==> src/rtr_pkg.sv <==
`default_nettype none
package rtr_pkg;

  // widths of the stream fields
  localparam int unsigned ChW   = 21;
  localparam int unsigned TypeW = 2;
  localparam int unsigned LenW  = 3;
  localparam int unsigned ZcW   = 2;
  localparam int unsigned HcW   = 3;

  // token type codes
  localparam logic [TypeW-1:0] TokNull  = 2'd0;
  localparam logic [TypeW-1:0] TokGroup = 2'd1;
  localparam logic [TypeW-1:0] TokCount = 2'd2;

  // token lengths
  localparam logic [LenW-1:0] LenNone    = 3'd0;
  localparam logic [LenW-1:0] LenNullMax = 3'd4;
  localparam logic [LenW-1:0] LenCount   = 3'd1;

  // hex digits in a \uXXXX escape
  localparam logic [HcW-1:0] HexDigits = 3'd4;
  localparam logic [ZcW-1:0] ZeroMax   = 2'd3;

  // character codes
  localparam logic [ChW-1:0] ChBslash = 21'h5C;
  localparam logic [ChW-1:0] ChLt     = 21'h3C;
  localparam logic [ChW-1:0] ChGt     = 21'h3E;
  localparam logic [ChW-1:0] ChLbrace = 21'h7B;
  localparam logic [ChW-1:0] ChRbrace = 21'h7D;
  localparam logic [ChW-1:0] ChComma  = 21'h2C;
  localparam logic [ChW-1:0] ChLowU   = 21'h75;
  localparam logic [ChW-1:0] ChZero   = 21'h30;
  localparam logic [ChW-1:0] ChOne    = 21'h31;
  localparam logic [ChW-1:0] ChSeven  = 21'h37;
  localparam logic [ChW-1:0] ChNine   = 21'h39;
  localparam logic [ChW-1:0] ChLowA   = 21'h61;
  localparam logic [ChW-1:0] ChLowF   = 21'h66;
  localparam logic [ChW-1:0] ChLowZ   = 21'h7A;
  localparam logic [ChW-1:0] ChUpA    = 21'h41;
  localparam logic [ChW-1:0] ChUpF    = 21'h46;
  localparam logic [ChW-1:0] ChUpZ    = 21'h5A;
  localparam logic [ChW-1:0] ChDollar = 21'h24;
  localparam logic [ChW-1:0] ChUscore = 21'h5F;

  // scanner phase, one-hot
  typedef enum logic [8:0] {
    PhIdle   = 9'b000000001,
    PhNul    = 9'b000000010,
    PhGFirst = 9'b000000100,
    PhGBody  = 9'b000001000,
    PhGU     = 9'b000010000,
    PhGHex   = 9'b000100000,
    PhCFirst = 9'b001000000,
    PhCDig1  = 9'b010000000,
    PhCDig2  = 9'b100000000
  } phase_e;

  // character classes of one code point
  typedef struct packed {
    logic is_digit;
    logic is_word;
    logic is_hex;
    logic is_oct;
    logic is_zero;
    logic is_bslash;
    logic is_lt;
    logic is_gt;
    logic is_lbrace;
    logic is_rbrace;
    logic is_comma;
    logic is_u;
  } char_class_t;

  // one registered input request
  typedef struct packed {
    logic           kind;
    logic [ChW-1:0] ch;
    logic           allow_null_char;
    logic           allow_group_name;
    logic           allow_count_quantifier;
  } scan_item_t;

  // scanner result for the current request
  typedef struct packed {
    logic             valid;
    logic             accepted;
    logic [TypeW-1:0] token_type;
    logic [LenW-1:0]  token_length;
  } scan_res_t;

endpackage
`default_nettype wire

==> src/rtr_char_class.sv <==
`default_nettype none
module rtr_char_class (
  input  wire logic [rtr_pkg::ChW-1:0] ch_i,
  output rtr_pkg::char_class_t         cls_o
);

  logic digit;
  logic lower;
  logic upper;

  // range checks
  assign digit = (ch_i >= rtr_pkg::ChZero) && (ch_i <= rtr_pkg::ChNine);
  assign lower = (ch_i >= rtr_pkg::ChLowA) && (ch_i <= rtr_pkg::ChLowZ);
  assign upper = (ch_i >= rtr_pkg::ChUpA) && (ch_i <= rtr_pkg::ChUpZ);

  // class flags
  always_comb begin
    cls_o.is_digit  = digit;
    cls_o.is_word   = digit || lower || upper ||
                      (ch_i == rtr_pkg::ChDollar) || (ch_i == rtr_pkg::ChUscore);
    cls_o.is_hex    = digit ||
                      ((ch_i >= rtr_pkg::ChLowA) && (ch_i <= rtr_pkg::ChLowF)) ||
                      ((ch_i >= rtr_pkg::ChUpA) && (ch_i <= rtr_pkg::ChUpF));
    cls_o.is_oct    = (ch_i >= rtr_pkg::ChOne) && (ch_i <= rtr_pkg::ChSeven);
    cls_o.is_zero   = (ch_i == rtr_pkg::ChZero);
    cls_o.is_bslash = (ch_i == rtr_pkg::ChBslash);
    cls_o.is_lt     = (ch_i == rtr_pkg::ChLt);
    cls_o.is_gt     = (ch_i == rtr_pkg::ChGt);
    cls_o.is_lbrace = (ch_i == rtr_pkg::ChLbrace);
    cls_o.is_rbrace = (ch_i == rtr_pkg::ChRbrace);
    cls_o.is_comma  = (ch_i == rtr_pkg::ChComma);
    cls_o.is_u      = (ch_i == rtr_pkg::ChLowU);
  end

endmodule
`default_nettype wire

==> src/rtr_scan_fsm.sv <==
`default_nettype none
module rtr_scan_fsm (
  input  wire logic               clk_i,
  input  wire logic               rst_ni,
  input  wire logic               step_i,
  input  wire rtr_pkg::scan_item_t item_i,
  output rtr_pkg::scan_res_t       res_o
);

  rtr_pkg::phase_e          phase_q, phase_d;
  logic [rtr_pkg::ZcW-1:0]  zc_q, zc_d;
  logic [rtr_pkg::HcW-1:0]  hc_q, hc_d;
  rtr_pkg::char_class_t     cls;

  logic                       fin;
  logic                       ok;
  logic [rtr_pkg::TypeW-1:0]  ttype;
  logic [rtr_pkg::LenW-1:0]   tlen;
  logic [rtr_pkg::ZcW-1:0]    zc_inc;
  logic [rtr_pkg::HcW-1:0]    hc_inc;

  rtr_char_class u_cls (
    .ch_i  (item_i.ch),
    .cls_o (cls)
  );

  assign zc_inc = zc_q + 2'd1;
  assign hc_inc = hc_q + 3'd1;

  // next phase and result
  always_comb begin
    phase_d = phase_q;
    zc_d    = zc_q;
    hc_d    = hc_q;
    fin     = 1'b0;
    ok      = 1'b0;
    ttype   = rtr_pkg::TokNull;
    tlen    = rtr_pkg::LenNone;
    if (item_i.kind) begin
      zc_d = '0;
      hc_d = '0;
      if (cls.is_bslash) begin
        if (!item_i.allow_null_char) fin = 1'b1;
        else phase_d = rtr_pkg::PhNul;
      end else if (item_i.allow_group_name && cls.is_lt) begin
        phase_d = rtr_pkg::PhGFirst;
      end else if (item_i.allow_count_quantifier && cls.is_lbrace) begin
        phase_d = rtr_pkg::PhCFirst;
      end else begin
        fin = 1'b1;
      end
    end else begin
      case (phase_q)
        rtr_pkg::PhNul: begin
          if (cls.is_zero) begin
            zc_d = zc_inc;
            if (zc_inc == rtr_pkg::ZeroMax) begin
              fin  = 1'b1;
              ok   = 1'b1;
              tlen = rtr_pkg::LenNullMax;
            end
          end else if (zc_q == '0 || cls.is_oct) begin
            fin = 1'b1;
          end else begin
            fin  = 1'b1;
            ok   = 1'b1;
            tlen = {1'b0, zc_q} + 3'd1;
          end
        end
        rtr_pkg::PhGFirst, rtr_pkg::PhGBody: begin
          if (cls.is_gt) begin
            fin   = 1'b1;
            ok    = (phase_q == rtr_pkg::PhGBody);
            ttype = (phase_q == rtr_pkg::PhGBody) ? rtr_pkg::TokGroup : rtr_pkg::TokNull;
          end else if (cls.is_word) begin
            phase_d = rtr_pkg::PhGBody;
          end else if (cls.is_bslash) begin
            phase_d = rtr_pkg::PhGU;
          end else begin
            fin = 1'b1;
          end
        end
        rtr_pkg::PhGU: begin
          if (!cls.is_u) begin
            fin = 1'b1;
          end else begin
            hc_d    = '0;
            phase_d = rtr_pkg::PhGHex;
          end
        end
        rtr_pkg::PhGHex: begin
          if (!cls.is_hex) begin
            fin = 1'b1;
          end else if (hc_inc >= rtr_pkg::HexDigits) begin
            hc_d    = '0;
            phase_d = rtr_pkg::PhGBody;
          end else begin
            hc_d = hc_inc;
          end
        end
        rtr_pkg::PhCFirst: begin
          if (!cls.is_digit) fin = 1'b1;
          else phase_d = rtr_pkg::PhCDig1;
        end
        rtr_pkg::PhCDig1, rtr_pkg::PhCDig2: begin
          if (cls.is_digit) begin
            phase_d = phase_q;
          end else if (cls.is_comma && phase_q == rtr_pkg::PhCDig1) begin
            phase_d = rtr_pkg::PhCDig2;
          end else if (cls.is_rbrace) begin
            fin   = 1'b1;
            ok    = 1'b1;
            ttype = rtr_pkg::TokCount;
            tlen  = rtr_pkg::LenCount;
          end else begin
            fin = 1'b1;
          end
        end
        default: begin
          phase_d = rtr_pkg::PhIdle;
        end
      endcase
    end
    // a result ends the scan
    if (fin) begin
      phase_d = rtr_pkg::PhIdle;
      zc_d    = '0;
      hc_d    = '0;
    end
  end

  assign res_o.valid        = fin;
  assign res_o.accepted     = fin && ok;
  assign res_o.token_type   = (fin && ok) ? ttype : rtr_pkg::TokNull;
  assign res_o.token_length = (fin && ok) ? tlen : rtr_pkg::LenNone;

  // scan state
  always_ff @(posedge clk_i or negedge rst_ni) begin
    if (!rst_ni) begin
      phase_q <= rtr_pkg::PhIdle;
      zc_q    <= '0;
      hc_q    <= '0;
    end else if (step_i) begin
      phase_q <= phase_d;
      zc_q    <= zc_d;
      hc_q    <= hc_d;
    end
  end

endmodule
`default_nettype wire

==> src/regex_token_recognizer.sv <==
// Regular-expression token recognizer, one character per request.
// Slave channel: s_axis_tuser_i is the kind (1 begins a scan, 0 continues);
// s_axis_tdata_i carries the character code point (0 is end of input) and the
// three allow flags, which are only looked at on a begin request.
// Master channel: one result per finished scan; m_axis_tuser_o is the accept
// flag, m_axis_tdata_o holds token type and token length (both 0 on reject).
// After a result the block drops characters until the next begin request;
// a begin during a scan drops the old scan silently.
// A request is taken into the input register, scanned from there, and its
// result is registered in the output register before the master side sees it.
// Throughput: one request per cycle while no finished scan is held up by a
// stalled output register; the scanner state machine steps once per request.
// Stalls: the output register holds a result until m_axis_tready_i; while it
// is full and not ready, a request that would finish a scan waits in the input register and
// s_axis_tready_o drops, requests that give no result keep flowing.
// Reset: input and output registers empty, scanner idle waiting for a begin.
`default_nettype none
module regex_token_recognizer (
  input  wire logic        clk_i,
  input  wire logic        rst_ni,
  input  wire logic        s_axis_tvalid_i,
  output logic             s_axis_tready_o,
  input  wire logic [23:0] s_axis_tdata_i,  // ch[20:0], allow_null_char[21],
                                            // allow_group_name[22],
                                            // allow_count_quantifier[23]
  input  wire logic        s_axis_tuser_i,  // kind[0]
  output logic             m_axis_tvalid_o,
  input  wire logic        m_axis_tready_i,
  output logic [7:0]       m_axis_tdata_o,  // token_type[1:0], token_length[4:2],
                                            // zero[7:5]
  output logic             m_axis_tuser_o   // accepted[0]
);

  logic                in_valid_q, in_valid_d;
  rtr_pkg::scan_item_t item_q;
  rtr_pkg::scan_res_t  res;
  logic                step;
  logic                load;
  logic                s_take;

  logic                      out_valid_q, out_valid_d;
  logic                      out_acc_q;
  logic [rtr_pkg::TypeW-1:0] out_type_q;
  logic [rtr_pkg::LenW-1:0]  out_len_q;

  rtr_scan_fsm u_fsm (
    .clk_i  (clk_i),
    .rst_ni (rst_ni),
    .step_i (step),
    .item_i (item_q),
    .res_o  (res)
  );

  // input register advances unless its result would overwrite a stalled one
  assign step            = in_valid_q && (!res.valid || !out_valid_q || m_axis_tready_i);
  assign load            = step && res.valid;
  assign s_axis_tready_o = !in_valid_q || step;
  assign s_take          = s_axis_tvalid_i && s_axis_tready_o;
  assign in_valid_d      = s_take || (in_valid_q && !step);

  always_ff @(posedge clk_i or negedge rst_ni) begin
    if (!rst_ni) begin
      in_valid_q <= 1'b0;
    end else begin
      in_valid_q <= in_valid_d;
    end
  end

  always_ff @(posedge clk_i) begin
    if (s_take) begin
      item_q.kind                   <= s_axis_tuser_i;
      item_q.ch                     <= s_axis_tdata_i[20:0];
      item_q.allow_null_char        <= s_axis_tdata_i[21];
      item_q.allow_group_name       <= s_axis_tdata_i[22];
      item_q.allow_count_quantifier <= s_axis_tdata_i[23];
    end
  end

  // output register
  assign out_valid_d = load || (out_valid_q && !m_axis_tready_i);

  always_ff @(posedge clk_i or negedge rst_ni) begin
    if (!rst_ni) begin
      out_valid_q <= 1'b0;
    end else begin
      out_valid_q <= out_valid_d;
    end
  end

  always_ff @(posedge clk_i) begin
    if (load) begin
      out_acc_q  <= res.accepted;
      out_type_q <= res.token_type;
      out_len_q  <= res.token_length;
    end
  end

  assign m_axis_tvalid_o = out_valid_q;
  assign m_axis_tuser_o  = out_acc_q;
  assign m_axis_tdata_o  = {3'b000, out_len_q, out_type_q};

  // a stalled result is never overwritten
  a_no_overwrite: assert property (@(posedge clk_i) disable iff (!rst_ni)
    (out_valid_q && !m_axis_tready_i) |-> !load)
    else $error("result register overwritten while stalled");

  // a reject carries zero type and length
  a_reject_zero: assert property (@(posedge clk_i) disable iff (!rst_ni)
    (out_valid_q && !out_acc_q) |->
      (out_type_q == rtr_pkg::TokNull && out_len_q == rtr_pkg::LenNone))
    else $error("reject result with nonzero fields");

  // an accepted null escape spans two to four characters
  a_null_len: assert property (@(posedge clk_i) disable iff (!rst_ni)
    (out_valid_q && out_acc_q && out_type_q == rtr_pkg::TokNull) |->
      (out_len_q >= 3'd2 && out_len_q <= rtr_pkg::LenNullMax))
    else $error("null escape length out of range");

  // a loaded result shows on the master side next cycle
  a_load_shows: assert property (@(posedge clk_i) disable iff (!rst_ni)
    load |=> out_valid_q)
    else $error("loaded result not presented");

endmodule
`default_nettype wire

==> config.mk <==
export PLATFORM = sky130hd
export DESIGN_NAME = regex_token_recognizer
export DESIGN_NICKNAME = d
export VERILOG_FILES = /design/src/rtr_pkg.sv /design/src/rtr_char_class.sv /design/src/rtr_scan_fsm.sv /design/src/regex_token_recognizer.sv
export SDC_FILE = /design/constraint.sdc
export NUM_CORES = 1
export LEC_CHECK = 0
export BUFFER_PORTS_ARGS = -buffer_cell sky130_fd_sc_hd__buf_4
export CORE_MARGIN = 1.5
export CORE_UTILIZATION = 30
export DETAILED_ROUTE_END_ITERATION = 10
export GPL_TIMING_DRIVEN = 0
export MAX_ROUTING_LAYER = met4
export PLACE_DENSITY = 0.56
export SLEW_MARGIN = 40
export SYNTH_ARGS = -nofsm -noshare
export SYNTH_HDL_FRONTEND = slang
export SYNTH_SLANG_ARGS = --single-unit
==> constraint.sdc <==
create_clock -name clk_i -period 3.2 [get_ports clk_i]
set_input_delay 0.32 -clock clk_i [delete_from_list [all_inputs] [get_ports clk_i]]
set_output_delay 0.32 -clock clk_i [all_outputs]
set_load 0.01 [all_outputs]
Word level (Yosys, flattened, before mapping)
Cells that the tools add are included.
- logic and storage cells: 163
- output and inout port bits: 11
- bits in registers: 47
- mux-type cells: 63
- order comparisons: 11
- $add $sub $neg: 3
- equality and inequality tests: 30
- bitwise gates (word level): 1
- reductions and logical operators: 42
- operators with widths (kind ; number):
    9-bit two-way mux ; 15
    21-bit by 6-bit == test with 1-bit output (second input constant) ; 5
    21-bit by 7-bit == test with 1-bit output (second input constant) ; 5
    21-bit by 7-bit <= comparator with 1-bit output (second input constant) ; 4
    9-bit case mux with 6 select lines ; 1
    21-bit by 6-bit >= comparator with 1-bit output (second input constant) ; 2
    21-bit by 7-bit >= comparator with 1-bit output (second input constant) ; 2
    21-bit by 6-bit <= comparator with 1-bit output (second input constant) ; 2
    3-bit two-way mux ; 10
    1-bit two-way mux ; 24
    2-bit two-way mux ; 8
    4-bit by 2-bit inequality test with 1-bit output (second input constant) ; 4
    1-bit logical AND ; 15
    1-bit logical OR ; 12
    3-bit case mux with 2 select lines ; 2
    12-bit AND reduction ; 1
    9-bit by 2-bit == test with 1-bit output (second input constant) ; 1
    9-bit by 3-bit == test with 1-bit output (second input constant) ; 1
    9-bit by 4-bit == test with 1-bit output (second input constant) ; 1
    9-bit by 5-bit == test with 1-bit output (second input constant) ; 1
    9-bit by 6-bit == test with 1-bit output (second input constant) ; 1
    9-bit by 7-bit == test with 1-bit output (second input constant) ; 1
    9-bit by 8-bit == test with 1-bit output (second input constant) ; 1
    9-bit == test (second input constant) ; 1
    other kinds (21) ; 30

Longest topological paths before layout
- depth after elaboration: 17
- gate-level depth with buffers: 10

By module
A second synthesis with hierarchy kept.
- cells, all modules: 243
- area, all modules: 2701.3 um^2
- by module, submodules not included (module ; instances ; cells each ; area an instance (um^2)):
    rtr_scan_fsm ; 1 ; 139 ; 1217.4
    regex_token_recognizer ; 1 ; 45 ; 1074.8
    rtr_char_class ; 1 ; 59 ; 409.1

Least setup slack after synthesis
OpenSTA, ideal clock, no wires.
- path kind: flip-flop to flip-flop
- from: register item_q[22] in the netlist's numbering
- to: register item_q[0] in the netlist's numbering, enable pin
- arrival time: 2796 ps
- slack: 20 ps
- stages on the path, launching flop included: 10
- required time: 2816 ps
- path through: edfxtp_1 -> nor4_2 -> and4b_1 -> buf_4 -> a41oi_2 -> a211o_1 -> o31ai_4 -> nand2_1 -> nand3_1 -> and2_1
- word-level cells in the longest chain between the ends: 16
- elaborated cells on any way between the ends: 51
- classes of those cells: order compare (8); eq/ne (9); mux (14); reduce/logical (20)
- ends and longest elaborated chain (item ; RTL line ; text):
    from (decl) ; regex_token_recognizer.sv:35 ; rtr_pkg::scan_item_t item_q;
    21-bit by 6-bit >= comparator with 1-bit output, or another cell as far along ; rtr_char_class.sv:12 ; assign digit = (ch_i >= rtr_pkg::ChZero) && (ch_i <= rtr_pkg::ChNine);
    1-bit logical AND (on tied branches) ; rtr_char_class.sv:12, rtr_char_class.sv:13 ;
    1-bit logical OR (3 in series) ; rtr_char_class.sv:19 ; cls_o.is_word = digit || lower || upper ||
    1-bit logical OR ; rtr_char_class.sv:20 ; (ch_i == rtr_pkg::ChDollar) || (ch_i == rtr_pkg::ChUscore);
    1-bit two-way mux ; rtr_scan_fsm.sv:75 ; end else if (cls.is_word) begin
    1-bit two-way mux ; rtr_scan_fsm.sv:71 ; if (cls.is_gt) begin
    1-bit case mux with 6 select lines ; rtr_scan_fsm.sv:53 ; case (phase_q)
    1-bit two-way mux (*) ; rtr_scan_fsm.sv:39 ; if (item_i.kind) begin
    1-bit logical NOT (*) ; regex_token_recognizer.sv:55 ; assign step = in_valid_q && (!res.valid || !out_valid_q || m_axis_tready_i);
    1-bit logical OR (*) (2 in series) ; regex_token_recognizer.sv:55 ;
    1-bit logical AND (*) ; regex_token_recognizer.sv:55 ;
    1-bit logical OR (*) ; regex_token_recognizer.sv:57 ; assign s_axis_tready_o = !in_valid_q || step;
    named net s_axis_tready_o ; regex_token_recognizer.sv:22 ; output logic s_axis_tready_o,
    1-bit logical AND (*) ; regex_token_recognizer.sv:58 ; assign s_take = s_axis_tvalid_i && s_axis_tready_o;
    named net s_take ; regex_token_recognizer.sv:39 ; logic s_take;
Mark *: on every way through the listed nets, which the timed path passes. The rest lies on a longest branch.
A chain may end at the register's enable or synchronous reset.

Final worst setup path
- from: register item_q[18] in the netlist's numbering
- to: register u_fsm.phase_q[7]
- word-level cells in the longest chain between the ends: 15
- elaborated cells on any way between the ends: 68
- classes of those cells: order compare (8); eq/ne (20); mux (21); reduce/logical (19)
- ends and longest elaborated chain (item ; RTL line ; text):
    21-bit by 6-bit >= comparator with 1-bit output, or another cell as far along ; rtr_char_class.sv:12 ;
    1-bit logical AND (on tied branches) ; rtr_char_class.sv:12, rtr_char_class.sv:13 ;
    1-bit logical OR (3 in series) ; rtr_char_class.sv:19 ;
    1-bit logical OR ; rtr_char_class.sv:20 ;
    1-bit two-way mux ; rtr_scan_fsm.sv:75 ;
    1-bit two-way mux ; rtr_scan_fsm.sv:71 ;
    1-bit case mux with 6 select lines ; rtr_scan_fsm.sv:53 ;
    1-bit two-way mux ; rtr_scan_fsm.sv:39 ;
    1-bit logical NOT ; regex_token_recognizer.sv:55 ;
    1-bit logical OR (2 in series) ; regex_token_recognizer.sv:55 ;
    1-bit logical AND ; regex_token_recognizer.sv:55 ;
    12-bit AND reduction (no line) ; -- ;
    to (signal assigned) ; rtr_scan_fsm.sv:140 ; phase_q <= rtr_pkg::PhIdle;
    to (signal assigned) ; rtr_scan_fsm.sv:144 ; phase_q <= phase_d;
    to (decl) ; rtr_scan_fsm.sv:10 ; rtr_pkg::phase_e phase_q, phase_d;
Several ways; a longest one is shown, not always the timed one. The select of a mux whose other input is x is not followed.

==> metrics.md <==
| Metric | Value |
|---|---|
| Die Area | `9130 sq um` |
| FP Rows | `33` |
| Ant diodes | `0` |
| Placed insts | `373` |
| Initial antenna violation count | `0` |
| First-pass GRT wire length | `8870 um` |
| Final worst-path cycle share | `94.6%` |
| Cell Chain, Critical Path | `nor4_4 -> and4b_1 -> buf_4 -> nand4b_1 -> a211o_1 -> o31ai_4 -> a21oi_2 -> a211o_1 -> mux2_1` |
| Minimum clock period | `3.03 ns` |
| Die width | `95.6 um` |
| Critical path endpoint category | `register` |
| Clk Latency, worst-skew pair | `0.30 ns` |
| CTS buffer count | `5` |
| Synth top area share | `36.2%` |
| Max rail drop VDD | `220 uV` |
| Total core area | `8260 sq um` |
| Most Crowded Layer GR | `met2` |
| Clock Sink Count | `47` |
| RSZ-0062 raised after global routing | `false` |
| Final nets | `311` |
| Layout cells sized above 1 | `25.4%` |
| Data required, critical path | `3.37 ns` |
| Congestion Overflow GR | `0` |
| Met2 usage | `19.2%` |
| Vias in the first global route | `1811` |
| DRT iter0 DRCs | `94` |
| HP Class | `in -> reg` |
| Met3 Usage GRT | `2.87%` |
| Finished Cell Area | `3150 sq um` |
| Drt first pass iters | `4` |
| Register area share after synthesis | `51.9%` |
| Die height | `95.6 um` |
| TNS Setup | `0 ns` |
| Max Fclk | `330 MHz` |
| Area leader, netlist | `edfxtp_1` |
| Status | `complete, no violations` |
| Hold Fails Final Rpt | `0` |
| Cell Area, Synth | `2570 sq um` |
| Clock skew | `0.0125 ns` |
| Number of max-slew violations in the final report | `0` |
| Clock buffer depth | `2` |
| DRT Wirelength | `5350 um` |
| Syn avg cell area | `11.2 sq um` |
| Critical Path Fanout Max | `8` |
| Routed Antenna Nets | `0` |
| H-tree depth | `2` |
| CTS tree | `built` |
| Startpoint types | `register` |
| Maxcap violations | `0` |
| Fin cells | `384` |
| Initial Utilization | `31.1%` |
| Number of setup violations in the final report | `0` |
| Count of input and output buffers | `36` |
| Routed WL per cell | `13.9 um` |
| Asr flop ratio synth | `34.0%` |
| Synth top area cells | `edfxtp_1 (36%), dfrtp_1 (15%), mux2_1 (2.6%)` |
| Vias per cell | `5.08` |
| Via count | `1949` |
| Root Buffer | `clkbuf_8` |
| Clk slew on worst S/H paths | `0.09 ns` |
| FF+latch count, synth | `47` |
| Critical path's most frequent cell | `a211o_1` |
| Fill cell count | `831` |
| Largest net degree at the start of global routing | `26` |
| Area delta synth->final | `22.7%` |
| Area of the multi-input gates | `1210 sq um` |
| Arrival time worst endpoint | `3.20 ns` |
| Met1 usage | `18.0%` |
| Post-route DRC violation count | `0` |
| Routability Congestion | `0.885` |
| Overall routing resource usage | `13.0%` |
| Power per cell area | `372 nW/um^2` |
| Kind of critical path | `reg -> reg` |
| Actual slew at the worst max-slew pin | `0.622 ns` |
| Rel. slew slack | `58.2%` |
| Cell count after synthesis | `230` |
| Static Leak | `1.26 nW` |
| Dpl hpwl | `4040 um` |
| Most common cell in the netlist | `edfxtp_1` |
| Main synth FF type | `edfxtp_1` |
| Slowest cell on crit path | `edfxtp_1` |
| Boundary pin count | `40` |
| Post-synth cell types | `59` |
| EDFF count, synth | `31` |
| Synth warn | `0` |
| Hold_ws | `0.191 ns` |
| Synth cell count leaders | `edfxtp_1 (31), nor2_1 (17), dfrtp_1 (15)` |
| Sequential cell area | `1330 sq um` |
| Placed Area | `2980 sq um` |
| Crit path largest cell delay | `0.42 ns` |
| Total power | `1.17 mW` |
[kinds of logic after synthesis]
kind of cell	Yosys count	share of synthesized area (%)
other cells	1	0.146
compound gates	48	14.6
fa+ha+maj	4	1.95
buf+inv	21	3.99
simple gates	98	23.2
xor+xnor	5	1.70
mux	6	2.63
flops	47	51.9
[flip-flops by register name (all words and copies together) (netlist names)]
signal and count:
u_fsm.hc_q 3, out_len_q 3, u_fsm.zc_q 2, item_q 25, m_axis_tvalid_o 1, u_fsm.phase_q 9
m_axis_tuser_o 1, out_type_q 2, in_valid_q 1
[critical path: cells and delay by family (launching register included)]
kind / cells / cell delay (ns)
buffers and inverters: 1 / 0.16
AND/OR/NAND/NOR: 3 / 0.72
flip-flops: 1 / 0.42
multiplexers: 1 / 0.34
AO/OA/AOI/OAI: 4 / 1.27
[timing repair]
item	4_1_cts	5_1_grt
endpoints found under the setup margin	30	40
gates cloned	0	0
hold buffers	1	0
hold endpoints to repair	15	0
pin swaps	1	2
buffers inserted	1	1
resized for setup	3	6
[report_power, final]
| group | switching (mW) | internal [mW] | leakage, nW |
|---|---|---|---|
| sequential | 0.0190 | 0.681 | 0.514 |
| combinational | 0.0658 | 0.0612 | 0.702 |
| clock | 0.193 | 0.153 | 0.0412 |
[cell usage in the layout, fill, tap and decap left out, types with 8 or more instances in the layout]
cell / netlist / routed
a21oi_1: 10 / 10
buf_4: 5 / 43
dfrtp_1: 15 / 15
edfxtp_1: 31 / 31
inv_1: 8 / 8
nand2_1: 14 / 13
nand3_1: 8 / 8
nor2_1: 17 / 17
nor3_1: 9 / 8
o21ai_0: 9 / 9
[metal layers]
layer	part of all wire [%]	vias to the layer above
met1	46	905
met4	1.2	0
met3	7.9	6
li1	-	974
met2	45	64
met5	0	-
[path summary, 6_finish.rpt]
path                                              startpoint                            to  slack (ns)  cells after the start
max in group asynchronous                             rst_ni  u_fsm.phase_q[0]$_DFFE_PN1P_        2.53                      2
worst min register to register  u_fsm.phase_q[0]$_DFFE_PN1P_  u_fsm.phase_q[0]$_DFFE_PN1P_        0.50                      2
min in group asynchronous                             rst_ni     u_fsm.zc_q[0]$_DFFE_PN0P_        0.41                      2
worst max register to register          item_q[18]$_DFFE_PP_  u_fsm.phase_q[7]$_DFFE_PN0P_        0.17                      9
worst min-delay path                      s_axis_tdata_i[16]          item_q[19]$_DFFE_PP_        0.19                      1
worst max-delay path                    item_q[18]$_DFFE_PP_  u_fsm.phase_q[7]$_DFFE_PN0P_        0.17                      9
[metrics by stage]
stage | worst slack (ns) | utilization, %
after floorplan | 0.0197 | -
after global placement | -0.567 | 36.1
after detailed placement | -0.232 | 36.1
after CTS | 0.0497 | 37.5
after global routing | 0.000302 | 38.2
final | 0.173 | 38.2
[area by class of cell]
class                   count  share of cell area (%)
plain buffers              13                    2.30
clock buffers               6                    2.30
clock inverters             2                   0.397
inverters                   8                   0.952
multi-input cells         164                    38.3
flip-flops and latches     47                    42.3
well taps                 105                    4.17
repair buffers             39                    9.37
Note: power is estimated with default switching activity, not from simulation.
